File: src/rtl/xpd_pkg.sv
// Shared types and constants for the pack-file byte descrambler.
`timescale 1ns / 1ps

package xpd_pkg;

    localparam int unsigned BYTE_W   = 8;
    localparam int unsigned METHOD_W = 2;
    localparam int unsigned CFG_IDX_W = 1;
    localparam int unsigned LANE_W   = 4;

    typedef logic [BYTE_W-1:0]   t_byte;
    typedef logic [METHOD_W-1:0] t_method;
    typedef logic [LANE_W-1:0]   t_lane;

    // Configuration register indexes
    localparam logic [CFG_IDX_W-1:0] REG_METHOD = 1'b0;
    localparam logic [CFG_IDX_W-1:0] REG_SEED   = 1'b1;

    // Method codes with a meaning of their own
    localparam t_method METHOD_NONE = 2'd0;
    localparam t_method METHOD_ALT  = 2'd2;

    localparam t_byte CODE_PLAIN = 8'h6d;
    localparam t_byte CODE_ALT   = 8'had;
    localparam t_byte FLIP_BYTE  = 8'h0d;

    // Lanes whose output gets the extra flip
    localparam t_lane FLIP_LANE_LO = 4'd5;
    localparam t_lane FLIP_LANE_HI = 4'd6;

    localparam t_byte KEY_TABLE [16] = '{
        8'h4f, 8'hd0, 8'ha0, 8'hac, 8'h4a, 8'h5b, 8'hb9, 8'he5,
        8'h93, 8'h79, 8'h45, 8'ha5, 8'hc1, 8'hcb, 8'h31, 8'h93
    };

    // One input request as held in the input register
    typedef struct packed {
        t_byte data_in;
        logic  first;
    } t_item;

    // Input stage status handed to the core
    typedef struct packed {
        logic  valid;
        t_item item;
    } t_stage;

endpackage

File: src/rtl/xpd_in_if.sv
// Input channel: scrambled byte plus buffer-start flag.
`timescale 1ns / 1ps

interface xpd_in_if;
    import xpd_pkg::*;

    logic  valid;
    logic  ready;
    t_byte data_in;
    logic  first;

    modport source (output valid, output data_in, output first, input ready);
    modport sink   (input valid, input data_in, input first, output ready);
endinterface

File: src/rtl/xpd_out_if.sv
// Output channel: descrambled byte.
`timescale 1ns / 1ps

interface xpd_out_if;
    import xpd_pkg::*;

    logic  valid;
    logic  ready;
    t_byte data_out;

    modport source (output valid, output data_out, input ready);
    modport sink   (input valid, input data_out, output ready);
endinterface

File: src/rtl/xpd_in_reg.sv
// Input register stage for the descrambler.
`timescale 1ns / 1ps

module xpd_in_reg
    import xpd_pkg::*;
(
    input  logic   i_clk,
    input  logic   i_rst_n,
    input  logic   i_valid,
    output logic   o_ready,
    input  t_item  i_item,
    input  logic   i_take,     // core consumes the held request this cycle
    output t_stage o_stage
);

    logic  r_valid;
    t_item r_item;

    // Refill whenever the slot is empty or being drained
    assign o_ready = !r_valid || i_take;

    always_ff @(posedge i_clk) begin
        if (!i_rst_n) begin
            r_valid <= 1'b0;
        end else if (o_ready) begin
            r_valid <= i_valid;
        end
    end

    always_ff @(posedge i_clk) begin
        if (o_ready && i_valid) begin
            r_item <= i_item;
        end
    end

    assign o_stage.valid = r_valid;
    assign o_stage.item  = r_item;

endmodule

File: src/rtl/xpd_core.sv
// Descramble logic, running state, configuration and result register.
`timescale 1ns / 1ps

module xpd_core
    import xpd_pkg::*;
(
    input  logic                 i_clk,
    input  logic                 i_rst_n,
    input  logic                 i_cfg_we,
    input  logic [CFG_IDX_W-1:0] i_cfg_idx,
    input  t_byte                i_cfg_wdata,
    input  t_stage               i_stage,
    output logic                 o_take,
    output logic                 o_valid,
    input  logic                 i_ready,
    output t_byte                o_data
);

    t_method r_method;
    t_byte   r_seed;
    t_byte   r_pos;
    t_byte   r_prev;
    logic    r_out_valid;
    t_byte   r_out_data;

    t_byte        pos_eff;
    t_byte        prev_eff;
    t_byte        code;
    logic [15:0]  prod;
    t_lane        lane;
    t_byte        n_x;
    t_byte        n_y;
    logic         fire;

    assign o_take = !r_out_valid || i_ready;
    assign fire   = i_stage.valid && o_take;

    always_comb begin
        pos_eff  = i_stage.item.first ? '0 : r_pos;
        prev_eff = i_stage.item.first ? r_seed : r_prev;
        code     = (r_method == METHOD_ALT) ? CODE_ALT : CODE_PLAIN;
        prod     = pos_eff * code;
        lane     = pos_eff[LANE_W-1:0];
        n_x      = i_stage.item.data_in ^ KEY_TABLE[lane] ^ prod[BYTE_W-1:0];
        n_y      = n_x ^ prev_eff;
        if (r_method != METHOD_NONE && (lane == FLIP_LANE_LO || lane == FLIP_LANE_HI)) begin
            n_y = n_y ^ FLIP_BYTE;
        end
    end

    always_ff @(posedge i_clk) begin
        if (!i_rst_n) begin
            r_method <= METHOD_NONE;
            r_seed   <= '0;
        end else if (i_cfg_we) begin
            unique case (i_cfg_idx)
                REG_METHOD: r_method <= i_cfg_wdata[METHOD_W-1:0];
                REG_SEED:   r_seed   <= i_cfg_wdata;
                default:    ;
            endcase
        end
    end

    always_ff @(posedge i_clk) begin
        if (!i_rst_n) begin
            r_pos       <= '0;
            r_prev      <= '0;
            r_out_valid <= 1'b0;
        end else if (fire) begin
            r_pos       <= pos_eff + 8'd1;
            r_prev      <= n_x;
            r_out_valid <= 1'b1;
        end else if (i_ready) begin
            r_out_valid <= 1'b0;
        end
    end

    always_ff @(posedge i_clk) begin
        if (fire) begin
            r_out_data <= n_y;
        end
    end

    assign o_valid = r_out_valid;
    assign o_data  = r_out_data;

endmodule

File: src/rtl/xor_pack_descrambler.sv
// Top level of the pack-file byte descrambler.
`timescale 1ns / 1ps

// Descrambles a pack-file byte stream, one byte per request, one result per
// request. Each byte goes through an input register, then a short XOR path
// (key table lookup, an 8x8 product of the position with the method's code,
// XOR with the previous intermediate byte) into the result register. A new
// byte is taken every cycle while the output is not stalled: one byte per
// clock, set by the update of the position counter and previous-byte
// register. Setting first on a request restarts the position at 0 and seeds
// the previous byte from length_seed. Configuration (index 0: method, index
// 1: length_seed) is to be written by the user only while no request is in
// flight; the block itself does not enforce this.

module xor_pack_descrambler
    import xpd_pkg::*;
(
    input  logic                 i_clk,
    input  logic                 i_rst_n,
    input  logic                 i_cfg_we,
    input  logic [CFG_IDX_W-1:0] i_cfg_idx,
    input  t_byte                i_cfg_wdata,
    xpd_in_if.sink               i_in,
    xpd_out_if.source            o_out
);

    t_item  in_item;
    t_stage stage;
    logic   take;
    logic   in_ready;
    logic   out_valid;
    t_byte  out_data;

    assign in_item.data_in = i_in.data_in;
    assign in_item.first   = i_in.first;
    assign i_in.ready      = in_ready;

    // Input register: holds one request while the result register is stalled
    xpd_in_reg u_in_reg (
        .i_clk   (i_clk),
        .i_rst_n (i_rst_n),
        .i_valid (i_in.valid),
        .o_ready (in_ready),
        .i_item  (in_item),
        .i_take  (take),
        .o_stage (stage)
    );

    // Descramble path, running state and result register
    xpd_core u_core (
        .i_clk       (i_clk),
        .i_rst_n     (i_rst_n),
        .i_cfg_we    (i_cfg_we),
        .i_cfg_idx   (i_cfg_idx),
        .i_cfg_wdata (i_cfg_wdata),
        .i_stage     (stage),
        .o_take      (take),
        .o_valid     (out_valid),
        .i_ready     (o_out.ready),
        .o_data      (out_data)
    );

    assign o_out.valid    = out_valid;
    assign o_out.data_out = out_data;

endmodule

File: src/flat_wrapper.sv
// flat-port wrapper written by rule: the top's interface ports become plain ports
module xor_pack_descrambler_flat import xpd_pkg::*;
  (i_clk, i_rst_n, i_cfg_we, i_cfg_idx, i_cfg_wdata, i_in_valid, i_in_data_in, i_in_first, i_in_ready, o_out_valid, o_out_data_out, o_out_ready);
  xpd_in_if i_in_i ();
  xpd_out_if o_out_i ();
  input  logic i_clk;
  input  logic i_rst_n;
  input  logic i_cfg_we;
  input  logic [CFG_IDX_W-1:0] i_cfg_idx;
  input  t_byte i_cfg_wdata;
  input wire logic [$bits(i_in_i.valid)-1:0] i_in_valid;
  input wire logic [$bits(i_in_i.data_in)-1:0] i_in_data_in;
  input wire logic [$bits(i_in_i.first)-1:0] i_in_first;
  output wire logic [$bits(i_in_i.ready)-1:0] i_in_ready;
  output wire logic [$bits(o_out_i.valid)-1:0] o_out_valid;
  output wire logic [$bits(o_out_i.data_out)-1:0] o_out_data_out;
  input wire logic [$bits(o_out_i.ready)-1:0] o_out_ready;
  assign i_in_i.valid = i_in_valid;
  assign i_in_i.data_in = i_in_data_in;
  assign i_in_i.first = i_in_first;
  assign i_in_ready = i_in_i.ready;
  assign o_out_valid = o_out_i.valid;
  assign o_out_data_out = o_out_i.data_out;
  assign o_out_i.ready = o_out_ready;
  xor_pack_descrambler u_core (.i_clk(i_clk), .i_rst_n(i_rst_n), .i_cfg_we(i_cfg_we), .i_cfg_idx(i_cfg_idx), .i_cfg_wdata(i_cfg_wdata), .i_in(i_in_i), .o_out(o_out_i));
endmodule
File: config.mk
export PLATFORM = sky130hd
export DESIGN_NAME = xor_pack_descrambler_flat
export DESIGN_NICKNAME = d
export VERILOG_FILES = /design/src/rtl/xpd_pkg.sv /design/src/rtl/xpd_in_if.sv /design/src/rtl/xpd_out_if.sv /design/src/rtl/xpd_in_reg.sv /design/src/rtl/xpd_core.sv /design/src/rtl/xor_pack_descrambler.sv /design/src/flat_wrapper.sv
export SDC_FILE = /design/constraint.sdc
export NUM_CORES = 1
export LEC_CHECK = 0
export CORE_MARGIN = 2
export CORE_UTILIZATION = 50
export CTS_CLUSTER_SIZE = 12
export DETAILED_ROUTE_END_ITERATION = 12
export DONT_BUFFER_PORTS = 1
export RECOVER_POWER = 100
export SYNTH_ARGS = -nofsm -noshare
export SYNTH_HDL_FRONTEND = slang
export SYNTH_SLANG_ARGS = --single-unit
File: constraint.sdc
create_clock -name i_clk -period 12.7 [get_ports i_clk]
set_input_delay 1.905 -clock i_clk [delete_from_list [all_inputs] [get_ports i_clk]]
set_output_delay 1.905 -clock i_clk [all_outputs]
set_load 0.01 [all_outputs]
After elaboration in Yosys (flattened, before gate mapping)
Memory sizes are Yosys's and may differ from the RTL's.
Index checks and enable logic that the tools add are counted.
{"block": "totals", "reg_bits": 45, "mem_count": 1, "input_bits": 23, "mem_bits_ro": 128, "out_inout_bits": 10, "word_cells": 42}
{"name": "(no name shown)", "words": 16, "width": 8, "read_ports": 1, "rd_ports_with_merged_regs": 0, "wr": 0, "line_no": "xpd_core.sv:44", "rtl": "n_x = i_stage.item.data_in ^ KEY_TABLE[lane] ^ prod[BYTE_W-1:0];"}
{"block": "classes", "reduce_logical": 12, "n_eq_ne": 3, "mux": 8, "multipliers": 1, "magnitude_cmp": 1, "addsub": 1, "bitwise_logic": 6}
{"cell": "8-bit two-way mux", "count": 5}
{"cell": "8-bit bitwise XOR", "count": 3}
{"cell": "8-bit by 1-bit adder with 8-bit output, second input constant", "count": 1}
{"cell": "4-bit by 3-bit == test with 1-bit output, second input constant", "count": 2}
{"cell": "8-bit by 8-bit multiplier with 8-bit output", "count": 1}
{"cell": "5-bit >= comparator, second input constant", "count": 1}
{"cell": "4-bit NOT with 5-bit output", "count": 1}
{"cell": "4-bit two-way mux", "count": 1}
{"cell": "2-bit AND reduction", "count": 2}
{"cell": "2-bit nonzero test", "count": 2}
{"cell": "1-bit logical AND", "count": 3}
{"cell": "1-bit logical OR", "count": 3}
{"cell": "3-bit NOT", "count": 1}
{"cell": "2-bit == test, second input constant", "count": 1}
{"cell": "1-bit logical NOT", "count": 2}
{"cell": "1-bit two-way mux", "count": 2}
{"cell": "1-bit NOT", "count": 1}

Depth between registers and ports, before layout
Gate-level depths: netlist of the first run.
{"block": "logic_depth", "ltp_word": 10, "mapped_depth": 16, "mapped_depth_nobuf": 15}

Hierarchy
A second synthesis of the first run with hierarchy kept.
{"block": "unflattened", "hier_cells": 291, "area_unflattened_um2": 2813.9}
{"mod": "xpd_core", "seq_area_each_um2": 780.7, "cells_each": 276, "instances": 1, "area_per_inst_um2": 2478.6}
{"mod": "xpd_in_reg", "seq_area_each_um2": 290.3, "cells_each": 15, "instances": 1, "area_per_inst_um2": 335.3}

Worst setup path before layout of the first run
No wires, ideal clock.
{"block": "synth_path", "path_kind": "register -> register", "start": "reg u_core.u_in_reg.r_item, in the netlist u_core.u_in_reg.o_stage[0]", "end": "reg u_core.u_core.r_out_data[7], in the netlist u_core.u_core.o_data[7], data pin", "setup_ns": 0.268, "path_buffers": 3, "stages_incl_launch_ff": 17, "t_arrival_ns": 4.010, "slack_ns": 8.423, "cell_sequence": "edfxtp_1 -> buf_2 -> buf_2 -> clkbuf_1 -> nor2b_1 -> ha_1 -> ha_1 -> inv_1 -> fa_1 -> inv_1 -> fa_1 -> ha_1 -> a21oi_1 -> xnor2_1 -> a21boi_0 -> nor2_1 -> xnor3_1"}
{"block": "synth_between", "elab_chain_len": 8, "word_cells_on_any_way": 10, "classes_between": "mul: 1; mux: 4; bitwise: 4; memory: 1"}
{"element": "start, declared", "line_no": "xpd_in_reg.sv:17", "rtl": "t_item r_item;"}
{"element": "start signal, assigned", "line_no": "xpd_in_reg.sv:32", "rtl": "r_item <= i_item;"}
{"element": "parallel branches: the longest is 7 deep, another holds 8-bit by 8-bit multiplier with 8-bit output"}
{"element": "8-bit bitwise XOR (*)", "line_no": "xpd_core.sv:45", "rtl": "n_y = n_x ^ prev_eff;"}
{"element": "via u_core.u_core.n_y[7]", "line_no": "xpd_core.sv:32", "rtl": "t_byte n_y;"}
{"element": "end signal, assigned", "line_no": "xpd_core.sv:80", "rtl": "r_out_data <= n_y;"}
{"element": "end, declared", "line_no": "xpd_core.sv:24", "rtl": "t_byte r_out_data;"}
Mark *: on every way through the listed nets, which the timed path passes. The select of a mux whose other input is x is not followed.
A chain may end at the register's enable or synchronous reset.

Final worst setup path of the first run
Same ends and word-level chain as after synthesis.

==> results of run 1 <==
worst min-delay path: cells and delay by family, from the launching register on:
family,cells,cell delay (ns)
and+or+nand+nor,1,0.05
DFF,1,0.32
AOI/OAI and AO/OA,1,0.05
flip-flops by register name, summed over array words and instances (netlist names):
signal                   flops
u_core.u_core.o_data         8
u_core.u_core.o_valid        1
u_core.u_core.r_method       2
u_core.u_core.r_pos          8
u_core.u_core.r_prev         8
u_core.u_core.r_seed         8
u_core.u_in_reg.o_stage      9
u_core.u_in_reg.r_valid      1
metrics by stage:
| step | utilization [%] | instance area (um2) |
|---|---|---|
| floorplan | - | 2770 |
| global placement | 51.4 | 2800 |
| detailed placement | 51.4 | 2800 |
| CTS | 53.8 | 2930 |
| global route | 53.6 | 2920 |
| finish | 53.6 | 2920 |
worst min path at each step:
stage | from | to | slack [ns]
final | u_core.u_core.r_prev[1] | u_core.u_core.r_prev[1] | 0.46
after global routing | u_core.u_core.r_prev[0] | u_core.u_core.r_prev[0] | 0.48
after CTS | u_core.u_core.r_prev[1] | u_core.u_core.r_prev[1] | 0.46
after detailed placement | u_core.u_core.r_prev[1] | u_core.u_core.r_prev[1] | 0.45
after global placement | u_core.u_core.r_prev[0] | u_core.u_core.r_prev[0] | 0.44
after floorplan | u_core.u_core.r_prev[0] | u_core.u_core.r_prev[0] | 0.44
layer usage:
layer	share of wire, %	track usage, %	vias up
met5	0	0	-
li1	-	-	1014
met4	0.76	3.68	0
met3	4.0	5.52	5
met2	46	31.2	39
met1	49	27.1	912
layout by cell type (no fill, tap or decap), types with 5 or more instances in the layout:
| cell type | n |
|---|---|
| nor2b_1 | 9 |
| nand3_1 | 11 |
| inv_1 | 8 |
| nand2_1 | 37 |
| xor2_1 | 5 |
| nand2b_1 | 9 |
| edfxtp_1 | 17 |
| clkbuf_8 | 5 |
| dfxtp_1 | 28 |
| ha_1 | 17 |
| mux2i_1 | 9 |
| o21ai_0 | 10 |
| nor3_1 | 7 |
| xnor2_1 | 33 |
| a21oi_1 | 30 |
| nor2_1 | 16 |
power groups by stage:
stage / combinational (mW) / sequential [mW] / clock [mW]
after global placement: 0.0339 / 0.168 / 0
after CTS: 0.0346 / 0.165 / 0.121
final: 0.0340 / 0.165 / 0.118
after detailed placement: 0.0345 / 0.168 / 0
after floorplan: 0.0302 / 0.165 / 0
after global routing: 0.0385 / 0.166 / 0.126
kinds of logic after synthesis:
kind of cell    after synthesis  synth area share, %
compound gates               56                 11.7
xor+xnor                     39                 12.8
fa+ha+maj                    21                 10.6
buf+inv                      27                 4.16
flops                        45                 38.7
mux                           9                 3.25
simple gates                106                 18.8
final cells by class:
class                      instances  area share [%]
tap                               72            3.09
sequential                        45            36.7
clock inverter                     2            1.20
timing repair buffer               2           0.257
multi-input combinational        231            54.2
inverter                          10            1.29
clock buffer                       6            3.22
cells in the mapped netlist, types with 2 or more instances:
| cell | number |
|---|---|
| a211oi_1 | 4 |
| a21o_1 | 2 |
| a21oi_1 | 30 |
| a31oi_1 | 3 |
| and2_1 | 4 |
| and3_1 | 3 |
| buf_2 | 5 |
| buf_4 | 2 |
| clkbuf_1 | 10 |
| clkinv_1 | 2 |
| dfxtp_1 | 28 |
| edfxtp_1 | 17 |
| fa_1 | 4 |
| ha_1 | 17 |
| inv_1 | 8 |
| mux2i_1 | 9 |
| nand2_1 | 37 |
| nand2b_1 | 9 |
| nand3_1 | 11 |
| nand3b_1 | 2 |
| nor2_1 | 16 |
| nor2b_1 | 9 |
| nor3_1 | 7 |
| o211ai_1 | 4 |
| o21ai_0 | 10 |
| xnor2_1 | 33 |
| xor2_1 | 5 |
==> results_tabular.tex, run 1 <==
\begin{tabular}{lr}
\hline
Metric & Value \\
\hline
\multicolumn{2}{l}{\textbf{Place}} \\
Weighted congestion reported at the end of routability-driven placement & 0.862 \\
Detailed placer's ending HPWL & between 4 and 5 mm \\
Placed insts & 360 \\
Number of buffers inserted by port buffering & 0 \\
Setup WS pre-CTS & 8.37 ns \\
\multicolumn{2}{l}{\textbf{Logic synthesis}} \\
Largest area contributor in the synthesized netlist & dfxtp\_1 \\
Avg Synthesized Cell Area & about 9.1 um2 \\
Proportion of register bits with asynchronous set or reset after synthesis & 0\% \\
Ranking of synthesized cells by area & dfxtp\_1 (20\%), edfxtp\_1 (18\%), xnor2\_1 (10\%) \\
Top flip-flop cell by instance count after synthesis & dfxtp\_1 \\
Cells after synthesis & $\sim$300 \\
Post-synth EDFFs & 17 \\
Synthesis-stage register bit count & 45 \\
Total nets after synthesis & between 300 and 400 \\
Synth top area share & 20.2\% \\
Number of different library cells in the post-synthesis netlist & 39 \\
Post-synthesis sequential area ratio & between 30\% and 40\% \\
Count of synthesis-stage warnings from yosys & 0 \\
Post-synthesis instance area & $\sim$0.0028 mm2 \\
\multicolumn{2}{l}{\textbf{Worst setup path}} \\
Largest stage delay, worst path & around 1.3 ns \\
Arrival time reported for the critical path endpoint & 5.37 ns \\
Crit path cell chain & clkbuf\_1 -> nor2b\_1 -> ha\_1 -> ha\_1 -> inv\_1 -> fa\_1 -> inv\_1 -> fa\_1 -> ha\_1 -> a21oi\_1 -> xnor2\_1 -> nor3b\_1 -> nor2\_1 -> xnor3\_1 \\
Top Family by Delay on Critical Path & adder cells \\
Required time reported for the critical path endpoint & 12.75 ns \\
Crit path kind & reg2reg \\
Beginning of the critical path & u\_core.u\_in\_reg.o\_stage[0] \\
FF-to-FF End & u\_core.u\_core.o\_data[7] \\
Maximum fanout count along the critical path & 38 \\
Endpoint of the worst setup timing path & u\_core.u\_core.o\_data[7] \\
Slowest-stage cell, CP & clkbuf\_1 \\
Cell with the most instances on the worst path & ha\_1 \\
Number of gates on the worst path with buffers counted & 14 \\
Logic depth of the worst register-to-register path & 14 \\
Worst path buffer plus inverter count & 3 \\
Category of the worst setup path capture point & flip-flop \\
Worst r2r src & u\_core.u\_in\_reg.o\_stage[0] \\
Crit start category & flip-flop \\
Register-to-register setup slack & $\sim$7.4 ns \\
\multicolumn{2}{l}{\textbf{Finish}} \\
Register area & 0.00107 mm2 \\
Layout-stage area growth over the synthesis result & 5.38\% \\
Number of diodes added for antenna fixing & 0 \\
Number of fill cells & $\sim$520 \\
Total area of multi-input combinational cells & between 0.0015 and 0.002 mm2 \\
Post-route non-filler standard cell count & roughly 370 \\
Layout Nets & roughly 340 \\
Share of cells above drive strength 1 & 3.72\% \\
\multicolumn{2}{l}{\textbf{Timing}} \\
Final setup violating endpoints & 0 \\
Final critical-path required period & 5.32 ns \\
Final worst setup slack & about 7.4 ns \\
Final hold violation count & 0 \\
Total negative setup slack & 0 ns \\
Unrepaired setup endpoints after global routing & false \\
Actual transition at the worst max-transition pin & 1.77 ns \\
Fraction of the cycle the final worst path needs & approximately two fifths \\
Achievable clock frequency & between 150 and 200 MHz \\
Slew Limit Fails & 39 \\
Hold Worst Slack & around 0.46 ns \\
Final worst clock skew & around 0.009 ns \\
Normalized max-slew margin & -17.7\% \\
\multicolumn{2}{l}{\textbf{Power and ir drop}} \\
Switching share of total power & between 20\% and 30\% \\
NetSw & approximately 74 uW \\
Part of the power in registers & between 50\% and 60\% \\
Cell internal power dissipation & about 240 uW \\
Power per Cell Area & about 110 mW/mm2 \\
Share of total power in combinational logic & roughly a tenth \\
Max IR drop VDD & around 0.090 mV \\
Leakage power total & between 1 and 1.5 nW \\
Tot Pwr & between 300 and 400 uW \\
Part of the total power dissipated in the clock network & 37.3\% \\
\multicolumn{2}{l}{\textbf{Floorplan}} \\
Core Area & between 0.005 and 0.006 mm2 \\
Effective utilization at floorplan & 50.9\% \\
Number of cell rows & 27 \\
Number of top-level pins & 33 \\
Die outline width & between 70 and 80 um \\
Die Y-Extent & 78.4 um \\
Die area & slightly above 0.006 mm2 \\
\multicolumn{2}{l}{\textbf{Clocking}} \\
H-tree depth & 2 \\
Number of clock buffers inserted by TritonCTS & 5 \\
Clock transition at the registers of the reported paths & roughly 0.090 ns \\
Gates resized, CTS repair & 0 \\
Number of sinks on the clock net & between 40 and 50 \\
TritonCTS clock tree & done \\
Clock Path Buffers & 2 \\
Postcts setup bufs & 0 \\
CTS Root Buffer Type & clkbuf\_8 \\
Post-CTS Hold Fix Bufs & 0 \\
Clk\_lat worst skew & 0.30 ns \\
\multicolumn{2}{l}{\textbf{Run}} \\
Max\_cap viols & 1 \\
\multicolumn{2}{l}{\textbf{Routing}} \\
Total Wirelength & 5.52 mm \\
Count of unresolved DRC violations after routing & 0 \\
Final antenna-violating net count & 0 \\
Detailed-route via count & 1970 \\
Number of iterations in the first detailed-routing pass & 4 \\
Average detailed-routed wire length per instance & $\sim$15 um \\
Iteration-0 DRC count of the detailed router & 119 \\
Detail-routed via count per cell & 5.35 \\
\multicolumn{2}{l}{\textbf{Global route}} \\
First-pass GRT wire length & between 9 and 10 mm \\
Initial antenna violation count & 0 \\
Via count of the first global-routing pass & approximately 1900 \\
Maximum number of pins on one net before global-route repair & 39 \\
GR Util All Layers & between 15 and 20\% \\
Leftover overflow at the end of global routing & 0 \\
\multicolumn{2}{l}{\textbf{Hold path}} \\
Number of instances on the worst hold path & 2 \\
Worst hold path class & reg2reg \\
\multicolumn{2}{l}{\textbf{Run status}} \\
Run status & finished with violations \\
Failing checks & max-capacitance violations, max-slew violations \\
\hline
\end{tabular}
Note: power is estimated with default switching activity, not from simulation.
==> run 2: changes to the inputs <==
PLACE_DENSITY = 0.68   (was not set)
clock period = 4.6 ns   (was 12.7 ns; I/O delays follow)
==> results_tabular.tex, run 2 (same netlist as run 1, synthesis figures left out) <==
\begin{tabular}{lr}
\hline
Metric & Value \\
\hline
\multicolumn{2}{l}{\textbf{Run status}} \\
Run status & finished clean \\
\multicolumn{2}{l}{\textbf{Floorplan}} \\
Die area & 0.00615 mm2 \\
Die Y-Extent & between 70 and 80 um \\
Number of top-level pins & 33 \\
Die outline width & between 70 and 80 um \\
Number of cell rows & 27 \\
Core Area & 0.00544 mm2 \\
Effective utilization at floorplan & around half \\
\multicolumn{2}{l}{\textbf{Timing}} \\
Fraction of the cycle the final worst path needs & between 90 and 100\% \\
Achievable clock frequency & between 200 and 250 MHz \\
Total negative setup slack & 0 ns \\
Slew Limit Fails & 0 \\
Final setup violating endpoints & 0 \\
Unrepaired setup endpoints after global routing & false \\
Final worst clock skew & $\sim$0.013 ns \\
Final critical-path required period & 4.20 ns \\
Final hold violation count & 0 \\
Actual transition at the worst max-transition pin & $\sim$0.75 ns \\
Normalized max-slew margin & 49.8\% \\
Hold Worst Slack & roughly 0.46 ns \\
\multicolumn{2}{l}{\textbf{Global route}} \\
Maximum number of pins on one net before global-route repair & 27 \\
GR Util All Layers & roughly a fifth \\
Initial antenna violation count & 0 \\
First-pass GRT wire length & slightly above 9 mm \\
Leftover overflow at the end of global routing & 0 \\
Via count of the first global-routing pass & about 2000 \\
\multicolumn{2}{l}{\textbf{Finish}} \\
Number of flip-flops in the largest register & 9 \\
Number of fill cells & 516 \\
Layout Nets & 347 \\
Post-Layout Inst Area & just under 0.003 mm2 \\
Final design utilization & a little over half \\
Number of diodes added for antenna fixing & 0 \\
Post-route non-filler standard cell count & between 300 and 400 \\
Layout-stage area growth over the synthesis result & 6.82\% \\
Commonest non-fill, non-tap cell in the layout & nand2\_1 \\
Share of cells above drive strength 1 & 5.59\% \\
Register area & about 0.0011 mm2 \\
Total area of multi-input combinational cells & between 0.0015 and 0.002 mm2 \\
Most used cells in the layout excluding fill and tap cells & nand2\_1 (37), xnor2\_1 (33), a21oi\_1 (30), dfxtp\_1 (28) \\
\multicolumn{2}{l}{\textbf{Power and ir drop}} \\
Leakage power total & between 1 and 1.5 nW \\
Max IR drop VDD & $\sim$0.15 mV \\
Power per Cell Area & around 290 mW/mm2 \\
\multicolumn{2}{l}{\textbf{Place}} \\
Detailed placer's ending HPWL & 4.23 mm \\
Weighted congestion reported at the end of routability-driven placement & slightly below 0.9 \\
Placed insts & between 300 and 400 \\
Number of buffers inserted by port buffering & 0 \\
Instance area after placement & 0.00286 mm2 \\
\multicolumn{2}{l}{\textbf{Clocking}} \\
Clock Path Buffers & 2 \\
Clk\_lat worst skew & 0.30 ns \\
CTS Root Buffer Type & clkbuf\_8 \\
Clock transition at the registers of the reported paths & 0.09 ns \\
Post-CTS Hold Fix Bufs & 0 \\
Gates resized, CTS repair & 0 \\
Postcts setup bufs & 0 \\
H-tree depth & 2 \\
Number of sinks on the clock net & 45 \\
TritonCTS clock tree & done \\
Number of clock buffers inserted by TritonCTS & 5 \\
\multicolumn{2}{l}{\textbf{Worst setup path}} \\
Crit path kind & reg2reg \\
Worst r2r src & u\_core.u\_in\_reg.o\_stage[0] \\
Required time reported for the critical path endpoint & about 4.7 ns \\
Crit start category & flip-flop \\
Logic depth of the worst register-to-register path & 13 \\
FF-to-FF End & u\_core.u\_core.o\_data[7] \\
Category of the worst setup path capture point & flip-flop \\
Arrival time reported for the critical path endpoint & roughly 4.3 ns \\
Maximum fanout count along the critical path & 11 \\
Register-to-register setup slack & roughly 0.40 ns \\
\multicolumn{2}{l}{\textbf{Routing}} \\
Final antenna-violating net count & 0 \\
Iteration-0 DRC count of the detailed router & between 100 and 150 \\
Total Wirelength & 5.52 mm \\
Detail-routed via count per cell & 5.51 \\
Number of iterations in the first detailed-routing pass & 4 \\
Average detailed-routed wire length per instance & 14.7 um \\
Count of unresolved DRC violations after routing & 0 \\
Detailed-route via count & a little over 2000 \\
\multicolumn{2}{l}{\textbf{Hold path}} \\
Worst hold path class & reg2reg \\
Hold path start & u\_core.u\_core.r\_prev[0] \\
Number of instances on the worst hold path & 2 \\
Worst Hold Endpoint & u\_core.u\_core.r\_prev[0] \\
\multicolumn{2}{l}{\textbf{Run}} \\
Max\_cap viols & 0 \\
\hline
\end{tabular}
run 2: cell count changes in the layout (fill, tap and decap cells not counted), sizes merged:
cell  previous run  this run
buf              0         8
run 2: layout make-up:
type	instances	share of cell area, %
clock inverters	2	1.31
well taps	72	3.05
clock buffers	6	2.45
multi-input cells	231	53.4
flip-flops and latches	45	36.2
repair buffers	10	2.28
inverters	10	1.27
run 2: worst max-delay path, cell delays in order, from the launching register on:
cell,delay [ns]
edfxtp_1,0.56
nand2b_1,0.28
inv_1,0.19
ha_1,0.29
ha_1,0.26
ha_1,0.31
fa_1,0.54
ha_1,0.31
a21o_1,0.15
a21oi_1,0.20
xnor2_1,0.16
a21boi_0,0.25
nor2_1,0.10
xnor3_1,0.36
run 2: how the worst max path moves through the flow:
stage          slack [ns]  cells past startpoint                      end                        from
2_1_floorplan        0.32                     16  u_core.u_core.o_data[7]  u_core.u_in_reg.o_stage[0]
6_report             0.40                     13  u_core.u_core.o_data[7]  u_core.u_in_reg.o_stage[0]
3_5_place_dp         0.37                     13  u_core.u_core.o_data[7]  u_core.u_in_reg.o_stage[0]
3_3_place_gp         0.52                     13  u_core.u_core.o_data[7]  u_core.u_in_reg.o_stage[0]
5_1_grt              0.08                     13  u_core.u_core.o_data[7]  u_core.u_in_reg.o_stage[0]
4_1_cts              0.35                     13  u_core.u_core.o_data[7]  u_core.u_in_reg.o_stage[0]
run 2: power by group:
| group | leakage [nW] | switching (mW) | internal (mW) |
|---|---|---|---|
| sequential | 0.391 | 0.0164 | 0.438 |
| combinational | 0.725 | 0.0553 | 0.0419 |
| clock | 0.0554 | 0.132 | 0.163 |
run 2: per-layer routing:
metal | part of all wire (%) | GRT usage [%]
met4 | 1.8 | 5.96
met1 | 47 | 24.3
met5 | 0 | 0
met2 | 47 | 32.9
met3 | 3.9 | 4.14
run 2: through the flow:
| step | worst slack, ns | power, mW |
|---|---|---|
| floorplan | 0.323 | 0.540 |
| global placement | 0.524 | 0.560 |
| detailed placement | 0.367 | 0.562 |
| CTS | 0.354 | 0.858 |
| global route | 0.0825 | 0.883 |
| finish | 0.398 | 0.847 |
